==> config.mk <==
export PLATFORM = sky130hd
export DESIGN_NAME = gsbc_queue
export DESIGN_NICKNAME = d
export VERILOG_FILES = /design/src/rtl/core/gsbc_pkg.sv /design/src/rtl/core/gsbc_queue.sv
export SDC_FILE = /design/constraint.sdc
export NUM_CORES = 1
export LEC_CHECK = 0
export ABC_AREA = 1
export BUFFER_PORTS_ARGS = -buffer_cell sky130_fd_sc_hd__buf_2
export CAP_MARGIN = 20
export CORE_ASPECT_RATIO = 0.7
export CORE_MARGIN = 2
export CORE_UTILIZATION = 52
export CTS_CLUSTER_DIAMETER = 100
export DETAILED_ROUTE_END_ITERATION = 10
export PLACE_DENSITY = 0.78
export RECOVER_POWER = 50
export SLEW_MARGIN = 30
export SYNTH_ARGS = -nofsm -noshare
export SYNTH_HDL_FRONTEND = slang
export SYNTH_SLANG_ARGS = --single-unit
==> constraint.sdc <==
create_clock -name clk -period 4.26 [get_ports clk]
set_input_delay 0.213 -clock clk [delete_from_list [all_inputs] [get_ports clk]]
set_output_delay 0.213 -clock clk [all_outputs]
set_load 0.02 [all_outputs]
==> src/rtl/core/gsbc_pkg.sv <==
// Shared types, constants and tables for the Gaussian sample band counter.
package gsbc_pkg;

  // Width of the uniform codes that are used, and of the band counters.
  localparam int UNIFORM_BITS = 32;
  localparam int COUNT_BITS   = 32;

  // Mask that keeps the used low bits of a uniform code.
  localparam logic [31:0] UNIFORM_MASK = 32'((64'd1 << UNIFORM_BITS) - 64'd1);

  // Configuration register indexes.
  localparam int CFG_IDX_BITS = 2;
  typedef enum logic [CFG_IDX_BITS-1:0] {
    CFG_MEAN_IDX   = 2'd0,
    CFG_SPREAD_IDX = 2'd1
  } gsbc_cfg_idx_t;

  // Fixed-point constants in Q.30.
  localparam logic [30:0] TWO_LN2_Q30 = 31'd1488522236;
  localparam logic [30:0] HALF_PI_Q30 = 31'd1686629713;
  localparam logic [30:0] ONE_Q30     = 31'd1073741824;

  // Depth of the queue between front and back.
  localparam int QUEUE_DEPTH = 2;
  localparam int QPTR_BITS   = $clog2(QUEUE_DEPTH);
  localparam int QCNT_BITS   = $clog2(QUEUE_DEPTH + 1);

  // Number of series terms: eight for sine, then eight for cosine.
  localparam int SERIES_TERMS = 16;

  // Series divisors (k-1)*k; sine terms first, then cosine terms.
  localparam logic [8:0] DIV_TAB [SERIES_TERMS] = '{
    9'd6, 9'd20, 9'd42, 9'd72, 9'd110, 9'd156, 9'd210, 9'd272,
    9'd2, 9'd12, 9'd30, 9'd56, 9'd90, 9'd132, 9'd182, 9'd240
  };

  // Reciprocals floor((2^33 - 1) / d) for the divide by multiply.
  localparam logic [63:0] RECIP_NUM = (64'd1 << 33) - 64'd1;
  localparam logic [31:0] RECIP_TAB [SERIES_TERMS] = '{
    32'(RECIP_NUM / 64'd6),   32'(RECIP_NUM / 64'd20),  32'(RECIP_NUM / 64'd42),
    32'(RECIP_NUM / 64'd72),  32'(RECIP_NUM / 64'd110), 32'(RECIP_NUM / 64'd156),
    32'(RECIP_NUM / 64'd210), 32'(RECIP_NUM / 64'd272),
    32'(RECIP_NUM / 64'd2),   32'(RECIP_NUM / 64'd12),  32'(RECIP_NUM / 64'd30),
    32'(RECIP_NUM / 64'd56),  32'(RECIP_NUM / 64'd90),  32'(RECIP_NUM / 64'd132),
    32'(RECIP_NUM / 64'd182), 32'(RECIP_NUM / 64'd240)
  };

  // Input transaction.
  typedef struct packed {
    logic [31:0] uniform_radius;
    logic [31:0] uniform_angle;
    logic        keep_second;
    logic        clear_counts;
  } gsbc_in_t;

  // Result transaction.
  typedef struct packed {
    logic signed [31:0] sample_first;
    logic signed [31:0] sample_second;
    logic               second_valid;
    logic [31:0]        within_one_total;
    logic [31:0]        within_two_total;
    logic [31:0]        within_three_total;
  } gsbc_out_t;

  // Classified item as it waits in the queue.
  typedef struct packed {
    logic [31:0] radius_code;
    logic [1:0]  quadrant;
    logic [29:0] angle_frac;
    logic        keep_second;
    logic        clear_counts;
  } gsbc_entry_t;

  // Back-end sequencer states.
  typedef enum logic [4:0] {
    S_IDLE,
    S_NORM,
    S_LOG_MUL,
    S_LOG_UPD,
    S_LN_A,
    S_LN_B,
    S_LN_C,
    S_TH_A,
    S_TH_B,
    S_TH_C,
    S_T_MUL,
    S_T_DIV,
    S_T_Q,
    S_T_FIX,
    S_SM_A,
    S_SM_B,
    S_SM_C,
    S_SM_D,
    S_OUT
  } gsbc_state_t;

endpackage

==> src/rtl/core/gsbc_queue.sv <==
// Short queue of classified items between front end and back end.
module gsbc_queue (
  input  logic                  clk,
  input  logic                  rst_n,
  input  logic                  push,
  input  gsbc_pkg::gsbc_entry_t push_data,
  output logic                  full,
  input  logic                  pop,
  output logic                  nonempty,
  output gsbc_pkg::gsbc_entry_t pop_data
);

  gsbc_pkg::gsbc_entry_t             mem_r [gsbc_pkg::QUEUE_DEPTH];
  logic [gsbc_pkg::QPTR_BITS-1:0]    wr_ptr_r, wr_ptr_nxt;
  logic [gsbc_pkg::QPTR_BITS-1:0]    rd_ptr_r, rd_ptr_nxt;
  logic [gsbc_pkg::QCNT_BITS-1:0]    count_r, count_nxt;
  logic                              do_push, do_pop;

  assign full     = (count_r == gsbc_pkg::QCNT_BITS'(gsbc_pkg::QUEUE_DEPTH));
  assign nonempty = (count_r != '0);
  assign pop_data = mem_r[rd_ptr_r];
  assign do_push  = push & ~full;
  assign do_pop   = pop & nonempty;

  // Pointer and fill count update.
  always_comb begin
    wr_ptr_nxt = wr_ptr_r;
    rd_ptr_nxt = rd_ptr_r;
    count_nxt  = count_r;
    if (do_push) begin
      wr_ptr_nxt = (wr_ptr_r == gsbc_pkg::QPTR_BITS'(gsbc_pkg::QUEUE_DEPTH - 1)) ?
                   '0 : wr_ptr_r + 1'b1;
    end
    if (do_pop) begin
      rd_ptr_nxt = (rd_ptr_r == gsbc_pkg::QPTR_BITS'(gsbc_pkg::QUEUE_DEPTH - 1)) ?
                   '0 : rd_ptr_r + 1'b1;
    end
    if (do_push && !do_pop) begin
      count_nxt = count_r + 1'b1;
    end else if (do_pop && !do_push) begin
      count_nxt = count_r - 1'b1;
    end
  end

  // Control registers.
  always_ff @(posedge clk) begin
    if (!rst_n) begin
      wr_ptr_r <= '0;
      rd_ptr_r <= '0;
      count_r  <= '0;
    end else begin
      wr_ptr_r <= wr_ptr_nxt;
      rd_ptr_r <= rd_ptr_nxt;
      count_r  <= count_nxt;
    end
  end

  // Entry storage.
  always_ff @(posedge clk) begin
    if (do_push) begin
      mem_r[wr_ptr_r] <= push_data;
    end
  end

endmodule

==> key figures <==
Status
  – Run status: complete, but fails checks
  – Failing checks: capacitance limit, slew limit

Setup path
  – Startpoint Class: flop
  – Worst r2r src: count_r[1]
  – CP required: 4.06 ns
  – Slowest stage cell, crit path: clkbuf_2
  – FF-to-FF End: mem_r[1][34]
  – CP top delay family: buffers and inverters
  – Critical path endpoint category: flop
  – Number of buffers and inverters on the critical path: 2
  – Crit-path cells: inv_1 > o21ai_0 > nor2_4 > clkbuf_2
  – R2r setup slk: 1.50 ns
  – Max incr delay on CP: 0.94 ns
  – Max FO, Critical Path: 66
  – Reg2Reg Depth: 4
  – Setup CP Type: flop to flop
  – Crit path DAT: 2.56 ns

Floorplan
  – Die outline area: 10,800 um^2
  – Core Area: 9680 um^2
  – Die X: 123 um
  – IO Pins: 138
  – Std cell rows: 30
  – Die height: 87.4 um
  – Initial Util: 53.4%

Finish
  – Area Overhead vs Synth: 36.7%
  – NumNets Final: 526
  – Fraction of layout cells with a size suffix above 1: 35.3%
  – Diodes inserted: 0
  – Multi-input logic area: 1010 um^2
  – Register area: 4060 um^2
  – Fillers: 645

Routing
  – Top layer in use: met4
  – DR iter-0 viols: 178
  – Via density: 4.88
  – DR vias: 2,907
  – Routed met3 length: 708 um
  – 1st-pass router iterations: 4
  – Met1 wire length: 4.14 mm
  – DR WL/cell: 16.5 um
  – Final ANT Viol Nets: 0
  – Wirelength, routed: 9.82 mm
  – Met2 wire length: 4.87 mm
  – Residual DRC: 0

GRT
  – First-pass GRT wire length: 14.7 mm
  – Vias in the first global route: 2,967
  – Initial antenna violation count: 0
  – Largest net degree at the start of global routing: 67
  – GRT overflow: 0
  – Gr usage total: 19.0%

Clock network
  – CTS sink cnt: 137
  – Max Buffers Root-to-Sink: 2
  – Post-CTS Setup Bufs: 0
  – CTS tree: built
  – Clk Latency, worst-skew pair: 0.40 ns
  – Clock root buffer: clkbuf_16
  – Clk slew on worst S/H paths: 0.05 ns
  – CTS buffer count: 17
  – CTS H-Tree Depth: 4

Place
  – Post-DP HPWL: 5.63 mm
  – GPL Wtd Cong: 0.820
  – I/O Buffers: 137

Yosys
  – Top cells by instance count after synthesis: 132 x edfxtp_1, 40 x mux2_4, 26 x mux2_2
  – Adder-Cell Fraction of Synth Area: 0.242%
  – Synth Net Count: 313
  – Synthesized instance count: 242
  – Post-synth EDFFs: 132
  – Yosys reg bits: 137
  – Top_reg_cell synth: edfxtp_1
  – Synth top area share: 76.7%
  – Synth Area in Simple Gates: 1.38%
  – Avg Cell Area, Syn: 21.4 um^2
  – Mux contribution to synthesized area: 17.3%
  – Mapped cell area: 5170 um^2
  – Fraction of synthesized cell area in xor and xnor cells: 0%
  – Most frequent cell after synthesis: edfxtp_1
  – Yosys warnings: 0
  – Synth area leaders: edfxtp_1 77%, mux2_4 12%, mux2_2 5.7%
  – Sequential fraction of the synthesis area: 78.6%
  – Cell taking the most area after synthesis: edfxtp_1
  – Post-synthesis compound-gate area fraction: 0.605%
  – Post-synth ARST share: 0%
  – Unique masters post-synth: 16
  – Main combinational cell family by area after synthesis: multiplexers

STA
  – Total negative slack: 0 ns
  – Rel. slew slack: -15.3%
  – Fin crit share: 64.8%
  – Clock skew: 0.00692 ns
  – Final Slew Violations: 67
  – Slew @ Worst Pin: 1.73 ns
  – Endpoints failing setup: 0
  – Final-report hold violation count: 0
  – Shortest period the worst path allows: 2.76 ns
  – Hold Slack: 0.0625 ns
  – Max Freq: 362 MHz
  – RSZ-0062 raised after global routing: no

Power
  – Leak Pwr: 2.64 nW
  – Pwr/cell area: 594 nW/um^2
  – Worst vdd ir: 0.406 mV

Run
  – MaxCap Viol Count: 1

Hold path
  – Min-Delay Endpoint: mem_r[1][32]
  – Hold depth: 1
  – Worst min-delay path class: input pin to flop
  – Worst hold start: push_data[32]
-- cell usage in the layout (no fill, tap or decap), types with 3 or more instances in the layout --
cell and count:
o21ai_0 3, nor2_1 7, clkbuf_16 17, mux2_4 37
nand2_1 7, clkbuf_1 69, edfxtp_1 132, dlygate4sd3_1 60
dfxtp_1 5, mux2_2 24, clkbuf_2 3, inv_1 8
clkinv_2 4, mux2_1 5, buf_2 71
-- layer usage --
metal	global-route usage, %	up-vias
met2	31.7	114
met3	6.68	12
met4	8.16	0
met1	22.5	1416
li1	-	1365
met5	0	-
-- cell families after synthesis --
logic type	count (synthesis)
mux	66
buf+inv	15
simple gates	18
flops	137
compound gates	5
fa+ha+maj	1
-- worst max path at each step --
stage,start,to,slack [ns],cells after the start
after floorplan,count_r[1],mem_r[0][0],0.52,3
after global placement,flop,pop_data[3],2.34,2
after detailed placement,flop,pop_data[51],2.46,4
after CTS,flop,pop_data[49],2.02,4
after global routing,count_r[1],mem_r[1][34],1.31,4
final,count_r[1],mem_r[1][34],1.50,4
-- stage by stage --
step | worst slack (ns) | cells | util (%) | instance area, um^2 | total power, mW
floorplan | 0.521 | 242 | - | 5170 | 2.56
global placement | 2.34 | 502 | 61.8 | 5980 | 2.82
detailed placement | 2.46 | 504 | 62.2 | 6020 | 2.86
CTS | 2.02 | 596 | 74.0 | 7170 | 4.26
global route | 1.31 | 596 | 73.0 | 7070 | 4.37
finish | 1.50 | 596 | 73.0 | 7070 | 4.20
-- registers in the layout (all words and copies together) (netlist names), named ones only --
register,cells
rd_ptr_r,1
wr_ptr_r,1
count_r,2
mem_r,132
-- area by class of cell --
class	count	area share [%]
clock buffer	22	6.28
multi-input combinational	90	14.3
sequential	137	57.5
tap	128	2.27
inverter	8	0.425
clock inverter	10	1.45
timing repair buffer	201	17.8
-- what timing repair did --
item                      in CTS  in global routing
hold buffers                  60                  0
gates resized for setup        0                  0
hold endpoints to repair     120                  0
-- report_power, final --
group	internal, mW	switching (mW)
Sequential	1.71	0.0778
Clock	0.852	0.500
Combinational	0.449	0.612
(Power assumes the default switching activity.)
