`src/rtl/core/gsbc_pkg.sv`:
```
// Shared types, constants and tables for the Gaussian sample band counter.
package gsbc_pkg;

  // Width of the uniform codes that are used, and of the band counters.
  localparam int UNIFORM_BITS = 32;
  localparam int COUNT_BITS   = 32;

  // Mask that keeps the used low bits of a uniform code.
  localparam logic [31:0] UNIFORM_MASK = 32'((64'd1 << UNIFORM_BITS) - 64'd1);

  // Configuration register indexes.
  localparam int CFG_IDX_BITS = 2;
  typedef enum logic [CFG_IDX_BITS-1:0] {
    CFG_MEAN_IDX   = 2'd0,
    CFG_SPREAD_IDX = 2'd1
  } gsbc_cfg_idx_t;

  // Fixed-point constants in Q.30.
  localparam logic [30:0] TWO_LN2_Q30 = 31'd1488522236;
  localparam logic [30:0] HALF_PI_Q30 = 31'd1686629713;
  localparam logic [30:0] ONE_Q30     = 31'd1073741824;

  // Depth of the queue between front and back.
  localparam int QUEUE_DEPTH = 2;
  localparam int QPTR_BITS   = $clog2(QUEUE_DEPTH);
  localparam int QCNT_BITS   = $clog2(QUEUE_DEPTH + 1);

  // Number of series terms: eight for sine, then eight for cosine.
  localparam int SERIES_TERMS = 16;

  // Series divisors (k-1)*k; sine terms first, then cosine terms.
  localparam logic [8:0] DIV_TAB [SERIES_TERMS] = '{
    9'd6, 9'd20, 9'd42, 9'd72, 9'd110, 9'd156, 9'd210, 9'd272,
    9'd2, 9'd12, 9'd30, 9'd56, 9'd90, 9'd132, 9'd182, 9'd240
  };

  // Reciprocals floor((2^33 - 1) / d) for the divide by multiply.
  localparam logic [63:0] RECIP_NUM = (64'd1 << 33) - 64'd1;
  localparam logic [31:0] RECIP_TAB [SERIES_TERMS] = '{
    32'(RECIP_NUM / 64'd6),   32'(RECIP_NUM / 64'd20),  32'(RECIP_NUM / 64'd42),
    32'(RECIP_NUM / 64'd72),  32'(RECIP_NUM / 64'd110), 32'(RECIP_NUM / 64'd156),
    32'(RECIP_NUM / 64'd210), 32'(RECIP_NUM / 64'd272),
    32'(RECIP_NUM / 64'd2),   32'(RECIP_NUM / 64'd12),  32'(RECIP_NUM / 64'd30),
    32'(RECIP_NUM / 64'd56),  32'(RECIP_NUM / 64'd90),  32'(RECIP_NUM / 64'd132),
    32'(RECIP_NUM / 64'd182), 32'(RECIP_NUM / 64'd240)
  };

  // Input transaction.
  typedef struct packed {
    logic [31:0] uniform_radius;
    logic [31:0] uniform_angle;
    logic        keep_second;
    logic        clear_counts;
  } gsbc_in_t;

  // Result transaction.
  typedef struct packed {
    logic signed [31:0] sample_first;
    logic signed [31:0] sample_second;
    logic               second_valid;
    logic [31:0]        within_one_total;
    logic [31:0]        within_two_total;
    logic [31:0]        within_three_total;
  } gsbc_out_t;

  // Classified item as it waits in the queue.
  typedef struct packed {
    logic [31:0] radius_code;
    logic [1:0]  quadrant;
    logic [29:0] angle_frac;
    logic        keep_second;
    logic        clear_counts;
  } gsbc_entry_t;

  // Back-end sequencer states.
  typedef enum logic [4:0] {
    S_IDLE,
    S_NORM,
    S_LOG_MUL,
    S_LOG_UPD,
    S_LN_A,
    S_LN_B,
    S_LN_C,
    S_TH_A,
    S_TH_B,
    S_TH_C,
    S_T_MUL,
    S_T_DIV,
    S_T_Q,
    S_T_FIX,
    S_SM_A,
    S_SM_B,
    S_SM_C,
    S_SM_D,
    S_OUT
  } gsbc_state_t;

endpackage

```
`src/rtl/core/gsbc_front.sv`:
```
// Front end: accepts input transactions and classifies them for the queue.
module gsbc_front (
  input  logic                  in_valid,
  output logic                  in_stall,
  input  gsbc_pkg::gsbc_in_t    in_data,
  input  logic                  q_full,
  output logic                  q_push,
  output gsbc_pkg::gsbc_entry_t q_data
);

  logic [31:0] radius_masked;
  logic [31:0] phase;

  // Take a transaction whenever the queue has room.
  assign in_stall = q_full;
  assign q_push   = in_valid & ~q_full;

  // A radius code of zero is used as one, so the logarithm stays finite.
  assign radius_masked = in_data.uniform_radius & gsbc_pkg::UNIFORM_MASK;

  // The angle code becomes a phase of a full turn, split into quadrant and fraction.
  assign phase = 32'((in_data.uniform_angle & gsbc_pkg::UNIFORM_MASK)
                     << (32 - gsbc_pkg::UNIFORM_BITS));

  always_comb begin
    q_data.radius_code  = (radius_masked == 32'd0) ? 32'd1 : radius_masked;
    q_data.quadrant     = phase[31:30];
    q_data.angle_frac   = phase[29:0];
    q_data.keep_second  = in_data.keep_second;
    q_data.clear_counts = in_data.clear_counts;
  end

endmodule

```
`config.mk`:
```
export PLATFORM = sky130hd
export DESIGN_NAME = gsbc_front
export DESIGN_NICKNAME = d
export VERILOG_FILES = /design/src/rtl/core/gsbc_pkg.sv /design/src/rtl/core/gsbc_front.sv
export SDC_FILE = /design/constraint.sdc
export NUM_CORES = 1
export LEC_CHECK = 0
export ABC_AREA = 0
export BUFFER_PORTS_ARGS = -buffer_cell sky130_fd_sc_hd__buf_2
export CAP_MARGIN = 20
export CORE_AREA = 2 2 53 55
export DETAILED_ROUTE_END_ITERATION = 12
export DIE_AREA = 0 0 55 57
export PLACE_DENSITY = 0.84
export SLEW_MARGIN = 25
export SYNTH_ARGS = -nofsm -noshare
export SYNTH_HDL_FRONTEND = slang
export SYNTH_SLANG_ARGS = --single-unit
export TNS_END_PERCENT = 20
```
`constraint.sdc`:
```
create_clock -name vclk -period 0.8
set_input_delay 0.04 -clock vclk [all_inputs]
set_output_delay 0.04 -clock vclk [all_outputs]
set_load 0.1 [all_outputs]
```
==> results of run 1 <==
[per-layer routing]
layer	part of all wire	vias up
met3	0.13	16
met5	0	-
met2	0.59	45
li1	-	250
met4	0.031	0
met1	0.25	260
[cells by family after synthesis]
| logic type | Yosys count | synth area share |
|---|---|---|
| buf+inv | 66 | 0.821 |
| simple gates | 11 | 0.163 |
| compound gates | 1 | 0.0163 |
[area by class of cell]
cell class / instances / area [um^2] / share of cell area
multi-input cells: 12 / 215 / 0.154
repair buffers: 95 / 1140 / 0.818
well taps: 31 / 38.8 / 0.0278
[worst paths after layout]
check,startpoint,endpoint,slack (ps),depth (start not counted)
worst max-delay path,in_data[34],q_data[34],-220,5
worst min-delay path,in_data[27],q_data[27],80,0
[cell usage in the layout (no fill, tap or decap)]
cell       n
buf_12    34
buf_2     20
buf_4     28
buf_6     12
buf_8      1
nand4_1    2
nor2b_4    1
nor4_4     8
o21bai_4   1
[critical path, stage by stage]
cell and delay (ps):
buf_2 120, nor4_4 260, nand4_1 170, o21bai_4 200
buf_12 190
[timing repair]
item	4_1_cts	5_1_grt
resized for setup	18	14
buffers inserted	0	0
endpoints found under the setup margin	1	1
pin swaps	6	7
endpoints found under the hold margin	0	0
[cell usage after synthesis]
cell      instances  area (um^2)
o21bai_1          1         7.51
nor4_1            7         43.8
clkbuf_1         31          116
nand4_1           2         12.5
nor2b_1           1         6.26
buf_4            35          263
nor4_2            1         12.5
[power groups by stage]
stage	Clock [mW]	Sequential (mW)	Combinational, mW
2_1_floorplan	0	0	1.55
3_3_place_gp	0	0	1.34
3_5_place_dp	0	0	1.35
4_1_cts	0	0	1.41
5_1_grt	0	0	1.46
6_report	0	0	1.42
[through the flow]
stage                     hold slack [ps]  worst slack [ps]
after floorplan                       181              -244
after global placement               80.7              -427
after detailed placement             80.7              -406
after CTS                            80.7              -248
after global routing                 80.1              -290
final                                80.0              -217
==> metrics.txt, run 1 <==
Sw Share=0.610; Rows=19; placed insts=139; M3 GR Usage=0.0236; Flop pwr share=0; syn_area_per_cell=roughly 5.9 um^2; final setup TNS=-217 ps; nets=177; Final HPWL DP=1.60 mm; Final ANT Viol Nets=0; IO Pins=136; Die ar.=3140 um^2; Tot Pwr=1.42 mW; routed wire length=~1.9 mm; failing checks=negative setup slack; DRC Markers=0; Final Setup Violations=1; Post-Syn Instances=78; critical path type=input port to output pin; RD Place Congestion=0.665; DR pass1 iterations=2; first-pass GRT wire length=2.64 mm; Seq/Total Area, Yosys=0; Synthesized Nets=around 150; Worst Tran Pin Value=207 ps; Setup WS post-layout=-217 ps; # fillers=between 200 and 250; hold buffers post-CTS=0; storage element area=0 um^2; all-layer global routing usage=0.110; CP endpoint kind=output pin; busiest grt layer=met2; WL per Instance=approximately 14 um; Tcrit/Tclk final=1.27; vias per inst=4.14; cell area after layout=around 1400 um^2; Sw Pwr=0.869 mW; largest net degree at the start of global routing=3; n_diodes=0; PwrDens=roughly 1000 nW/um^2; antenna violations before repair=0; Seq Cell Count=0; crit path max fanout=2; Ys Warns=0; routed via count=between 500 and 600; Post-Layout Cell Count=138; M1 GR Usage=0.0978; met2 Use GR=0.221; hold crit path type=input port to output pin; Max VDD drop=about 0.00067 V; RSZ-0062 raised after global routing=yes; layout cells sized above 1=0.981; Final min period=slightly above 1000 ps; Fmax achieved=983 MHz; final hold violations=0; number of max-cap violations=0; relative slew slack=0.861; Die H=57 um; Setup crit start kind=input port; Post-Syn Area=about 460 um^2; distinct cell type count after synthesis=7; die span in x=55 um; cell internal pwr=0.556 mW; Final Core Density=0.533; P&R area growth vs syn=202%; initial DRC count=5; Final Max Tran Viols=0; GRT overflow=0; Area after DPL=1250 um^2; Static Leak=around 0.64 nW; crit path DAT=980 ps; WP data required=760 ps; initial core utilization=0.177; # port buffers=between 60 and 70; number of global-route vias before repair=599; combinational share of power=1.000; Core Region=2620 um^2; status=finished, violations left; clk_buf instances=0; Clk network pwr share=0
Power figures use the tool's default switching activity.
==> run 2, diff against run 1 <==
==> constraint.sdc (replaced) <==
create_clock -name vclk -period 0.8
set_input_delay 0.12 -clock vclk [all_inputs]
set_output_delay 0.12 -clock vclk [all_outputs]
set_load 0.1 [all_outputs]
==> run 2 against run 1 <==
Effect of this change: the flow still finishes with violations (negative setup slack); highest routed layer unchanged; worst setup slack worse by 160 ps; flip-flop and latch count is the same; wire length rose by 1.4%.
==> metrics.txt, run 2 (same netlist as run 1, synthesis figures left out) <==
Static Leak=0.642 nW (-0.33%); number of global-route vias before repair=577 (-3.7%); CP endpoint kind=output pin; Sw Pwr=0.870 mW (+0.12%); most frequent cells in the layout=buf_12, buf_4, buf_2; vias per inst=4.21 (+1.8%); Setup WS post-layout=-376 ps (-159 ps); # port buffers=68 (unchanged); nets=177 (unchanged); cell internal pwr=0.553 mW (-0.57%); Final HPWL DP=1.59 mm (-0.89%); failing checks=negative setup slack; layout cells sized above 1=0.981 (unchanged); antenna violations before repair=0 (unchanged); Rows=19 (unchanged); RD Place Congestion=0.665 (unchanged); clk_buf instances=0 (unchanged); routed wire length=1.91 mm (+1.4%); hold buffers post-CTS=0 (unchanged); hold crit path type=input port to output pin; number of max-cap violations=0 (unchanged); Post-Layout Cell Count=138 (unchanged); Final min period=1180 ps (+159 ps); WP data required=680 ps (-80 ps); largest net degree at the start of global routing=3 (unchanged); Die ar.=3140 um^2 (unchanged); final hold violations=0 (unchanged); Tot Pwr=1.42 mW (-0.15%); all-layer global routing usage=0.106 (-0.00310); RSZ-0062 raised after global routing=yes; P&R area growth vs syn=201%; DRC Markers=0 (unchanged); Clk network pwr share=0 (unchanged); Max VDD drop=0.000667 V (-0.29%); Final Setup Violations=1 (unchanged); Tcrit/Tclk final=1.47 (+0.199); relative slew slack=0.863 (+0.00251); GRT overflow=0 (unchanged); initial core utilization=0.177 (unchanged); routed via count=581 (+1.8%); Setup crit start kind=input port; IO Pins=136 (unchanged); WL per Instance=13.8 um (+1.4%); Fmax achieved=850 MHz (-14%); crit path max fanout=2 (unchanged); Final Max Tran Viols=0 (unchanged); DR pass1 iterations=2 (unchanged); die span in x=55 um (unchanged); n_diodes=0 (unchanged); Seq Cell Count=0 (unchanged); most common cell after layout, fill and taps aside=buf_12; Flop pwr share=0 (unchanged); initial DRC count=6 (+1); critical path type=input port to output pin; placed insts=139 (unchanged); crit path DAT=1060 ps (+80 ps); Worst Tran Pin Value=203 ps (-3.73 ps); Post-CTS Setup Bufs=0 (unchanged); storage element area=0 um^2 (unchanged); final setup TNS=-376 ps (-159 ps); status=finished, violations left; combinational share of power=1.000 (about the same); Final ANT Viol Nets=0 (unchanged); PwrDens=1020 nW/um^2 (+0.30%); Sw Share=0.611 (+0.00166); Core Region=2620 um^2 (unchanged); Die H=57 um (unchanged); first-pass GRT wire length=2.58 mm (-2.3%)
run 2: changes by cell type in the layout (fill, tap and decap cells not counted):
cell and change:
buf_2 +1, buf_6 -1
run 2: routing by layer:
metal,up-vias,wire length [um],share of wire,GRT usage
met5,-,0,0,0
met4,0,63,0.033,0.0418
met3,18,225,0.12,0.0209
met2,45,1130,0.59,0.214
met1,269,487,0.26,0.0962
li1,249,-,-,-
run 2: stage by stage:
stage,util,hold slack (ps),setup WS (ps),cell area (um^2)
after CTS,0.512,241,-416,1340
after global routing,0.531,240,-450,1390
after global placement,0.479,241,-587,1250
final,0.531,240,-376,1390
after detailed placement,0.479,241,-569,1250
after floorplan,-,341,-404,537
run 2: worst paths after layout:
kind | start | endpoint | slack [ps] | depth (start not counted)
max | in_data[46] | q_data[34] | -380 | 5
min | in_data[14] | q_data[14] | 240 | 0
run 2: repair_timing:
action	4_1_cts	5_1_grt
gates resized for setup	16	14
pin swaps	6	7
setup endpoints to repair	1	1
run 2: final cells by class:
| cell class | instances | area [um^2] |
|---|---|---|
| Fill cell | 221 | 1230 |
| Timing Repair Buffer | 95 | 1130 |
| Multi-Input combinational cell | 12 | 215 |
| Tap cell | 31 | 38.8 |
run 2: critical path: stages:
cell      delay [ps]
buf_6            110
nor4_4           260
nand4_1          170
o21bai_4         200
buf_12           190
run 2: power groups by stage:
stage / clock (mW) / combinational [mW] / sequential (mW)
global placement: 0 / 1.34 / 0
finish: 0 / 1.42 / 0
detailed placement: 0 / 1.35 / 0
global route: 0 / 1.46 / 0
floorplan: 0 / 1.55 / 0
CTS: 0 / 1.40 / 0
